## src/hw/rtl/abpf_pkg.sv

```systemverilog
// Shared types, register codes and constants for the alpha blend pixel format block.
// No dependencies; every other file in hw/rtl imports this package.
package abpf_pkg;

   localparam int CSR_ADDR_W = 5;
   localparam int CSR_DATA_W = 32;
   localparam int MAGIC_W    = 25;
   localparam int MAGIC_SHR  = 24;

   typedef enum logic [2:0] {
      REG_RED_SIZE    = 3'd0,
      REG_RED_SHIFT   = 3'd1,
      REG_GREEN_SIZE  = 3'd2,
      REG_GREEN_SHIFT = 3'd3,
      REG_BLUE_SIZE   = 3'd4,
      REG_BLUE_SHIFT  = 3'd5
   } abpf_reg_type;

   typedef struct packed {
      logic [31:0] source_argb;
      logic [31:0] dest_word;
   } abpf_req_type;

   typedef struct packed {
      logic [31:0] blended_word;
      logic        write_enable;
   } abpf_rsp_type;

   typedef struct packed {
      logic [3:0] red_size;
      logic [4:0] red_shift;
      logic [3:0] green_size;
      logic [4:0] green_shift;
      logic [3:0] blue_size;
      logic [4:0] blue_shift;
   } abpf_cfg_type;

   typedef struct packed {
      logic s1;
      logic s2;
      logic s3;
      logic s4;
   } abpf_stage_en_type;

   // Reciprocals ceil(2^24 / (2^n - 1)) for channel sizes 1 to 8. With a 16-bit
   // dividend these give the exact truncated quotient after a shift by 24.
   localparam logic [MAGIC_W-1:0] MAGIC [0:7] = '{
      MAGIC_W'(((2**MAGIC_SHR) + 1   - 1) / 1),
      MAGIC_W'(((2**MAGIC_SHR) + 3   - 1) / 3),
      MAGIC_W'(((2**MAGIC_SHR) + 7   - 1) / 7),
      MAGIC_W'(((2**MAGIC_SHR) + 15  - 1) / 15),
      MAGIC_W'(((2**MAGIC_SHR) + 31  - 1) / 31),
      MAGIC_W'(((2**MAGIC_SHR) + 63  - 1) / 63),
      MAGIC_W'(((2**MAGIC_SHR) + 127 - 1) / 127),
      MAGIC_W'(((2**MAGIC_SHR) + 255 - 1) / 255)
   };

   // A size of zero behaves as one and anything above eight as eight.
   function automatic logic [3:0] eff_size(input logic [3:0] size);
      logic [3:0] res;
      begin
         if (size == 4'd0) begin
            res = 4'd1;
         end else if (size > 4'd8) begin
            res = 4'd8;
         end else begin
            res = size;
         end
         return res;
      end
   endfunction

endpackage

```

## src/hw/rtl/abpf_csr.sv

```systemverilog
// Configuration register file behind the APB-style port.
// Depends on abpf_pkg for the register codes and the configuration struct.
module abpf_csr
   import abpf_pkg::*;
(
   input  logic                  clock,
   input  logic                  reset,
   input  logic                  csr_psel,
   input  logic                  csr_penable,
   input  logic                  csr_pwrite,
   input  logic [CSR_ADDR_W-1:0] csr_paddr,
   input  logic [CSR_DATA_W-1:0] csr_pwdata,
   output logic [CSR_DATA_W-1:0] csr_prdata,
   output logic                  csr_pready,
   output abpf_cfg_type          cfg
);

   abpf_cfg_type cfg_ff, cfg_in;
   abpf_reg_type reg_sel;
   logic         wr_en;

   assign reg_sel    = abpf_reg_type'(csr_paddr[CSR_ADDR_W-1:2]);
   assign wr_en      = csr_psel && csr_penable && csr_pwrite;
   assign csr_pready = 1'b1;
   assign cfg        = cfg_ff;

   always_comb begin
      cfg_in = cfg_ff;
      if (wr_en) begin
         case (reg_sel)
            REG_RED_SIZE:    cfg_in.red_size    = csr_pwdata[3:0];
            REG_RED_SHIFT:   cfg_in.red_shift   = csr_pwdata[4:0];
            REG_GREEN_SIZE:  cfg_in.green_size  = csr_pwdata[3:0];
            REG_GREEN_SHIFT: cfg_in.green_shift = csr_pwdata[4:0];
            REG_BLUE_SIZE:   cfg_in.blue_size   = csr_pwdata[3:0];
            REG_BLUE_SHIFT:  cfg_in.blue_shift  = csr_pwdata[4:0];
            default:         cfg_in = cfg_ff;
         endcase
      end
   end

   always_ff @(posedge clock) begin
      if (reset) begin
         cfg_ff.red_size    <= 4'd8;
         cfg_ff.red_shift   <= 5'd16;
         cfg_ff.green_size  <= 4'd8;
         cfg_ff.green_shift <= 5'd8;
         cfg_ff.blue_size   <= 4'd8;
         cfg_ff.blue_shift  <= 5'd0;
      end else begin
         cfg_ff <= cfg_in;
      end
   end

   always_comb begin
      case (reg_sel)
         REG_RED_SIZE:    csr_prdata = {28'd0, cfg_ff.red_size};
         REG_RED_SHIFT:   csr_prdata = {27'd0, cfg_ff.red_shift};
         REG_GREEN_SIZE:  csr_prdata = {28'd0, cfg_ff.green_size};
         REG_GREEN_SHIFT: csr_prdata = {27'd0, cfg_ff.green_shift};
         REG_BLUE_SIZE:   csr_prdata = {28'd0, cfg_ff.blue_size};
         REG_BLUE_SHIFT:  csr_prdata = {27'd0, cfg_ff.blue_shift};
         default:         csr_prdata = '0;
      endcase
   end

endmodule

```

## src/hw/rtl/abpf_ctrl.sv

```systemverilog
// Valid bits and stall chain of the four-stage pipeline.
// Depends on abpf_pkg for the stage enable struct.
module abpf_ctrl
   import abpf_pkg::*;
(
   input  logic              clock,
   input  logic              reset,
   input  logic              req_valid,
   output logic              req_stall,
   output logic              rsp_valid,
   input  logic              rsp_stall,
   output abpf_stage_en_type en,
   output logic [3:0]        valid
);

   logic [3:0] valid_ff, valid_in;
   logic [3:0] ready;

   // A stage may load when it is empty or when the stage after it moves on.
   always_comb begin
      ready[3] = !valid_ff[3] || !rsp_stall;
      ready[2] = !valid_ff[2] || ready[3];
      ready[1] = !valid_ff[1] || ready[2];
      ready[0] = !valid_ff[0] || ready[1];
   end

   always_comb begin
      valid_in[0] = ready[0] ? req_valid   : valid_ff[0];
      valid_in[1] = ready[1] ? valid_ff[0] : valid_ff[1];
      valid_in[2] = ready[2] ? valid_ff[1] : valid_ff[2];
      valid_in[3] = ready[3] ? valid_ff[2] : valid_ff[3];
   end

   always_ff @(posedge clock) begin
      if (reset) begin
         valid_ff <= '0;
      end else begin
         valid_ff <= valid_in;
      end
   end

   assign en.s1     = ready[0];
   assign en.s2     = ready[1];
   assign en.s3     = ready[2];
   assign en.s4     = ready[3];
   assign req_stall = !ready[0];
   assign rsp_valid = valid_ff[3];
   assign valid     = valid_ff;

endmodule

```

## src/hw/rtl/abpf_chan.sv

```systemverilog
// Datapath of one colour channel: unpack, expand, blend, normalise and repack.
// Depends on abpf_pkg for the reciprocal table, size clamp and enable struct.
module abpf_chan
   import abpf_pkg::*;
(
   input  logic              clock,
   input  abpf_stage_en_type en,
   input  logic [3:0]        size,
   input  logic [4:0]        shift,
   input  logic [31:0]       dest_word,
   input  logic [7:0]        src,
   input  logic [7:0]        alpha_s2,
   output logic [31:0]       placed
);

   logic [3:0]         eff;
   logic [7:0]         maxv;
   logic [2:0]         magic_idx;
   logic [31:0]        dest_sh;
   logic [15:0]        scaled;
   logic [40:0]        prod;
   logic [16:0]        mix_sum;
   logic [16:0]        norm_sum;
   logic [7:0]         mixed;
   logic [7:0]         trimmed;

   logic [7:0]  old_ff, old_in;
   logic [7:0]  src_s1_ff, src_s2_ff;
   logic [7:0]  exp_ff, exp_in;
   logic [15:0] mix_ff, mix_in;

   // The user must change the configuration only while the pipeline is empty; the block does not enforce it.
   assign eff       = eff_size(size);
   assign maxv      = 8'((9'd1 << eff) - 9'd1);
   assign magic_idx = 3'(eff - 4'd1);

   // Stage 1: pull the channel out of the destination word.
   assign dest_sh = dest_word >> shift;
   assign old_in  = dest_sh[7:0] & maxv;

   // Stage 2: expand to eight bits as old * 255 / maxv.
   assign scaled = ({8'd0, old_ff} << 8) - {8'd0, old_ff};
   assign prod   = {25'd0, scaled} * {16'd0, MAGIC[magic_idx]};
   assign exp_in = prod[MAGIC_SHR+7:MAGIC_SHR];

   // Stage 3: source-over mix; the sum never exceeds 255 * 255.
   assign mix_sum = 17'({8'd0, src_s2_ff} * {8'd0, alpha_s2})
                  + 17'({8'd0, exp_ff} * {8'd0, 8'd255 - alpha_s2});
   assign mix_in  = mix_sum[15:0];

   // Stage 4 logic: exact divide by 255 for any value up to 255 * 255, then repack.
   assign norm_sum = {1'b0, mix_ff} + 17'd1 + {9'd0, mix_ff[15:8]};
   assign mixed    = norm_sum[15:8];
   assign trimmed  = mixed >> (4'd8 - eff);
   assign placed   = {24'd0, trimmed} << shift;

   always_ff @(posedge clock) begin
      if (en.s1) begin
         old_ff    <= old_in;
         src_s1_ff <= src;
      end
      if (en.s2) begin
         exp_ff    <= exp_in;
         src_s2_ff <= src_s1_ff;
      end
      if (en.s3) begin
         mix_ff    <= mix_in;
      end
   end

endmodule

```

## src/hw/rtl/alpha_blend_pixel_format.sv

```systemverilog
// Source-over blend of a straight-alpha ARGB8888 pixel into one framebuffer word whose red,
// green and blue fields are placed by the size and shift registers. The block is a
// four-stage pipeline of unpack, reciprocal multiply, mix multiply and repack stages: one
// word is taken every cycle while req_stall is low; rsp_stall holds the pipeline, and words
// still enter while earlier stages have bubbles. A zero source alpha returns the destination
// word with write_enable low. Change the registers only while no word is in flight.
module alpha_blend_pixel_format
   import abpf_pkg::*;
(
   input  logic                  clock,
   input  logic                  reset,
   input  logic                  req_valid,
   output logic                  req_stall,
   input  abpf_req_type          req_data,
   output logic                  rsp_valid,
   input  logic                  rsp_stall,
   output abpf_rsp_type          rsp_data,
   input  logic                  csr_psel,
   input  logic                  csr_penable,
   input  logic                  csr_pwrite,
   input  logic [CSR_ADDR_W-1:0] csr_paddr,
   input  logic [CSR_DATA_W-1:0] csr_pwdata,
   output logic [CSR_DATA_W-1:0] csr_prdata,
   output logic                  csr_pready
);

   abpf_cfg_type      cfg;
   abpf_stage_en_type en;
   logic [3:0]        valid;
   logic [31:0]       red_word, green_word, blue_word;

   logic [7:0]   alpha_s1_ff, alpha_s2_ff, alpha_s3_ff;
   logic [31:0]  dest_s1_ff, dest_s2_ff, dest_s3_ff;
   abpf_rsp_type rsp_ff, rsp_in;

   abpf_csr u_csr (
      .clock       (clock),
      .reset       (reset),
      .csr_psel    (csr_psel),
      .csr_penable (csr_penable),
      .csr_pwrite  (csr_pwrite),
      .csr_paddr   (csr_paddr),
      .csr_pwdata  (csr_pwdata),
      .csr_prdata  (csr_prdata),
      .csr_pready  (csr_pready),
      .cfg         (cfg)
   );

   abpf_ctrl u_ctrl (
      .clock     (clock),
      .reset     (reset),
      .req_valid (req_valid),
      .req_stall (req_stall),
      .rsp_valid (rsp_valid),
      .rsp_stall (rsp_stall),
      .en        (en),
      .valid     (valid)
   );

   abpf_chan u_red (
      .clock     (clock),
      .en        (en),
      .size      (cfg.red_size),
      .shift     (cfg.red_shift),
      .dest_word (req_data.dest_word),
      .src       (req_data.source_argb[23:16]),
      .alpha_s2  (alpha_s2_ff),
      .placed    (red_word)
   );

   abpf_chan u_green (
      .clock     (clock),
      .en        (en),
      .size      (cfg.green_size),
      .shift     (cfg.green_shift),
      .dest_word (req_data.dest_word),
      .src       (req_data.source_argb[15:8]),
      .alpha_s2  (alpha_s2_ff),
      .placed    (green_word)
   );

   abpf_chan u_blue (
      .clock     (clock),
      .en        (en),
      .size      (cfg.blue_size),
      .shift     (cfg.blue_shift),
      .dest_word (req_data.dest_word),
      .src       (req_data.source_argb[7:0]),
      .alpha_s2  (alpha_s2_ff),
      .placed    (blue_word)
   );

   // With zero alpha the destination word passes through untouched.
   always_comb begin
      if (alpha_s3_ff == 8'd0) begin
         rsp_in.blended_word = dest_s3_ff;
         rsp_in.write_enable = 1'b0;
      end else begin
         rsp_in.blended_word = red_word | green_word | blue_word;
         rsp_in.write_enable = 1'b1;
      end
   end

   always_ff @(posedge clock) begin
      if (en.s1) begin
         alpha_s1_ff <= req_data.source_argb[31:24];
         dest_s1_ff  <= req_data.dest_word;
      end
      if (en.s2) begin
         alpha_s2_ff <= alpha_s1_ff;
         dest_s2_ff  <= dest_s1_ff;
      end
      if (en.s3) begin
         alpha_s3_ff <= alpha_s2_ff;
         dest_s3_ff  <= dest_s2_ff;
      end
      if (en.s4) begin
         rsp_ff      <= rsp_in;
      end
   end

   assign rsp_data = rsp_ff;

   // The output stage can only move when every earlier stage can move too.
   a_stall_chain: assert property (@(posedge clock) disable iff (reset)
      en.s4 |-> (en.s3 && en.s2 && en.s1))
      else $error("stage enables out of order");

   // An accepted word must occupy the first stage on the next cycle.
   a_accept_lands: assert property (@(posedge clock) disable iff (reset)
      (req_valid && !req_stall) |=> valid[0])
      else $error("accepted word lost at pipeline entry");

   // A taken result with nothing behind it leaves the output empty.
   a_drain: assert property (@(posedge clock) disable iff (reset)
      (rsp_valid && !rsp_stall && !valid[2]) |=> !rsp_valid)
      else $error("result repeated after it was taken");

endmodule

```

## config.mk

```make
export PLATFORM = sky130hd
export DESIGN_NAME = alpha_blend_pixel_format
export DESIGN_NICKNAME = d
export VERILOG_FILES = /design/src/hw/rtl/abpf_pkg.sv /design/src/hw/rtl/abpf_csr.sv /design/src/hw/rtl/abpf_ctrl.sv /design/src/hw/rtl/abpf_chan.sv /design/src/hw/rtl/alpha_blend_pixel_format.sv
export SDC_FILE = /design/constraint.sdc
export NUM_CORES = 2
export LEC_CHECK = 0
export BUFFER_PORTS_ARGS = -buffer_cell sky130_fd_sc_hd__buf_2
export CORE_ASPECT_RATIO = 1.25
export CORE_MARGIN = 8
export CORE_UTILIZATION = 35
export CTS_CLUSTER_DIAMETER = 50
export DETAILED_ROUTE_END_ITERATION = 8
export PLACE_DENSITY = 0.5
export RECOVER_POWER = 25
export SLEW_MARGIN = 20
export SYNTH_ARGS = -nofsm -noshare
export SYNTH_HDL_FRONTEND = slang
export SYNTH_SLANG_ARGS = --single-unit
```

## constraint.sdc

```tcl
create_clock -name clock -period 12.4 [get_ports clock]
set_clock_uncertainty 0.2 [all_clocks]
set_input_delay 0.62 -clock clock [delete_from_list [all_inputs] [get_ports clock]]
set_output_delay 0.62 -clock clock [all_outputs]
set_load 0.02 [all_outputs]
```

==> flow_summary.json <==
{
  "outcome": "complete, but fails checks",
  "failed_checks": "max-capacitance violations, max-slew violations",
  "insertion_delay_ns": 0.66,
  "finalCritPeriodShare": 0.824,
  "root_buffer": "clkbuf_16",
  "grt_max_degree": 57,
  "internal-power_uw": 7040,
  "synthToLayoutAreaGrowth_pct": 8.23,
  "r2r-end": "u_green.exp_ff[6]$_DFFE_PP_",
  "core_um2": 171000,
  "clockBufferDepth": 3,
  "dp_cells": 8536,
  "fmax_ghz": 0.0979,
  "routedWlPerCell_um": 21.8,
  "start_kind": "flop",
  "slew_headroom": -0.785,
  "floorplan.initialDensity": 0.351,
  "netlist_instances": 6351,
  "vias": 44925,
  "synth_mux_area_frac": 0.0548,
  "cp_num_cells": 31,
  "cts-buffers-inserted": 49,
  "gr-total-overflow": 0,
  "synth_compound_area_frac": 0.0808,
  "setup_tns_ns": 0,
  "drc": 0,
  "switching_share": 0.475,
  "synth_enable_flop_cells": 297,
  "gp_congestion": 0.955,
  "cpPeakStageDelay_ns": 0.62,
  "tightest_slew_ns": 2.68,
  "reg2reg_setup_slack_ns": 2.19,
  "path_buf_inv": 6,
  "drv_slew": 197,
  "seq_area_frac_synth": 0.159,
  "hold_end": "u_csr.cfg[4]$_SDFFE_PP0P_",
  "clockPowerShare": 0.099,
  "critPathKind": "reg -> reg",
  "synthAdderAreaFrac": 0.441,
  "grt_pass1_vias": 47657,
  "crit_fanout": 21,
  "grt_usage": 0.205,
  "maxCapViolCount": 4,
  "clk_pin_slew_ns": 0.06,
  "synth_xor_area_frac": 0.0250,
  "r2r_start": "u_csr.cfg[16]$_SDFFE_PP0P_",
  "synth_top_family_by_area": "adder cells",
  "die_h_um": 479,
  "leakage_uw": 0.0310,
  "hold_class": "in -> reg",
  "worstPathRequired_ns": 12.57,
  "power_uw": 13400,
  "synth_seq_cells": 328,
  "avgSynthCellArea_um2": 9.43,
  "crit_arrival_ns": 10.38,
  "ys_types": 100,
  "p_per_area_nw_per_um2": 207,
  "die_x_um": 386,
  "htreeDepth": 2,
  "ys.flop_type": "edfxtp_1",
  "synth.top_cell.area_share": 0.311,
  "drt_iter0_markers": 3294,
  "grt_pass1_wl_um": 292000,
  "dp_slack_ns": 2.12,
  "drive_gt1_frac": 0.0675,
  "netlist_area_um2": 59900,
  "drtAntennaViolNets": 0,
  "firstDrtPassIters": 6,
  "finalSetupViolCount": 0,
  "crit_family": "adder cells",
  "hold-path-cell-count": 3,
  "mostFrequentLayoutCells": "inv_1 (1,400), fa_1 (930), ha_1 (625), nand2_1 (555), nor2_1 (498)",
  "crit_path_start": "u_csr.cfg[16]$_SDFFE_PP0P_",
  "fillCellCount": 17395,
  "irDropWorstVdd_uv": 575,
  "routed_wl_um": 189000,
  "postSynth.asyncResetShare": 0,
  "die_area_um2": 185000,
  "synth_warnings": 0,
  "cp_slowest_cell": "nand2_1",
  "synth_simple_gate_area_share": 0.130,
  "place_area_um2": 63000,
  "yosys.area.top_type": "fa_1",
  "cts.sinks": 328,
  "post_cts_buffers": 0,
  "avgViaCountPerCell": 5.18,
  "io_pins": 176,
  "p_switching_uw": 6370,
  "antenna_found_initial": 13,
  "fin_ws_ns": 2.19,
  "rr_worst_depth": 31,
  "mostFrequentLayoutCell": "inv_1",
  "hpwl_um": 152000,
  "port_buffers": 118,
  "cts_tree": "done",
  "pwr-share-comb": 0.737,
  "netlist_top_cells_area": "fa_1 (31%), edfxtp_1 (15%), ha_1 (13%)",
  "fin_crit_ns": 10.21,
  "seqPwrFrac": 0.163,
  "final_area_um2": 64800,
  "rsz0062_at_grt": "false",
  "stdcell_count": 8665,
  "hold_start": "csr_pwdata[4]",
  "crit_top_cell": "fa_1",
  "nNetsFinal": 8048,
  "setup.worst_path.end_class": "flop",
  "hold_viol": 0,
  "fp-row-count": 170
}
==> sequential cells by signal (all words and copies together) (netlist names), 16 cells and up <==
| name | count |
|---|---|
| rsp_data | 33 |
| dest_s1_ff | 32 |
| dest_s2_ff | 32 |
| dest_s3_ff | 32 |
| u_csr.cfg | 27 |
| u_blue.mix_ff | 16 |
| u_green.mix_ff | 16 |
| u_red.mix_ff | 16 |
==> cell type report <==
class	count	area, um2	share of cell area
multi-input cells	4359	44100	0.680
flip-flops and latches	328	9550	0.147
inverters	1407	5280	0.0815
well taps	2236	2800	0.0431
repair buffers	240	1530	0.0236
clock buffers	62	1300	0.0200
clock inverters	29	303	0.00467
diodes	4	10.0	0.000154
==> cells in the mapped netlist, types with 15 or more instances <==
cell type / instances
edfxtp_1: 297
o21bai_1: 17
clkbuf_1: 214
o21ai_0: 111
mux2i_1: 79
o21a_1: 29
o22ai_1: 26
nand3_1: 56
or3_1: 16
a211oi_1: 26
mux4_2: 95
o221ai_1: 15
xor2_1: 49
dfxtp_1: 31
a21oi_1: 203
o211ai_1: 32
a31oi_1: 26
xnor2_1: 122
nand4_1: 20
and2_1: 147
nor3_1: 57
nor2b_1: 167
nor2_1: 498
a21o_1: 39
ha_1: 625
mux2_2: 27
nand2_1: 556
inv_1: 1401
buf_4: 28
and3_1: 27
nand2b_1: 86
buf_1: 30
fa_1: 930
==> power by group through the flow <==
| stage | Sequential [uW] | Combinational [uW] | Clock, uW |
|---|---|---|---|
| floorplan | 2110 | 7470 | 0 |
| global placement | 2210 | 9860 | 0 |
| detailed placement | 2210 | 9930 | 0 |
| CTS | 2190 | 10000 | 1370 |
| global route | 2220 | 11300 | 1420 |
| finish | 2190 | 9890 | 1330 |
==> metrics by stage <==
stage	util	hold slack (ns)
global route	0.380	0.0501
floorplan	-	0.200
finish	0.380	0.0575
CTS	0.380	0.0116
global placement	0.369	0.201
detailed placement	0.369	0.205
==> worst max-delay path by stage <==
stage | to | slack, ns
2_1_floorplan | u_blue.exp_ff[7]$_DFFE_PP_ | 3.95
3_3_place_gp | u_green.exp_ff[6]$_DFFE_PP_ | 2.17
3_5_place_dp | u_blue.exp_ff[7]$_DFFE_PP_ | 2.12
4_1_cts | u_blue.exp_ff[7]$_DFFE_PP_ | 2.05
5_1_grt | u_green.exp_ff[6]$_DFFE_PP_ | 1.60
6_report | u_green.exp_ff[6]$_DFFE_PP_ | 2.19
==> timing repair <==
| action | in CTS | in global routing |
|---|---|---|
| resized for setup | 0 | 0 |
| hold endpoints to repair | 34 | 0 |
| hold buffers | 34 | 0 |
==> worst register-to-register path, delay by kind of cell, from the launching register on <==
family,cells,cell delay [ns]
XOR/XNOR,2,0.63
buffers and inverters,6,0.45
adder cells (fa/ha/maj),8,3.84
flip-flops,1,0.29
AO/OA/AOI/OAI,10,2.53
AND/OR/NAND/NOR,5,2.00
==> routing by layer <==
metal  share of wire  global-route usage  vias up
li1                -                   -    20265
met1            0.43               0.279    22642
met2            0.47               0.336     1626
met3           0.066              0.0285      384
met4           0.038              0.0692        8
met5         0.00026                   0        -
==> cell families (layout without fill, tap and decap cells) <==
kind of cell / Yosys count / count (layout)
xor+xnor: 171 / 171
simple gates: 1685 / 1685
flops: 328 / 328
mux: 204 / 204
other cells: 2 / 35
fa+ha+maj: 1555 / 1555
buf+inv: 1693 / 1738
compound gates: 713 / 713
No activity file was read; power rests on OpenSTA's default activity.
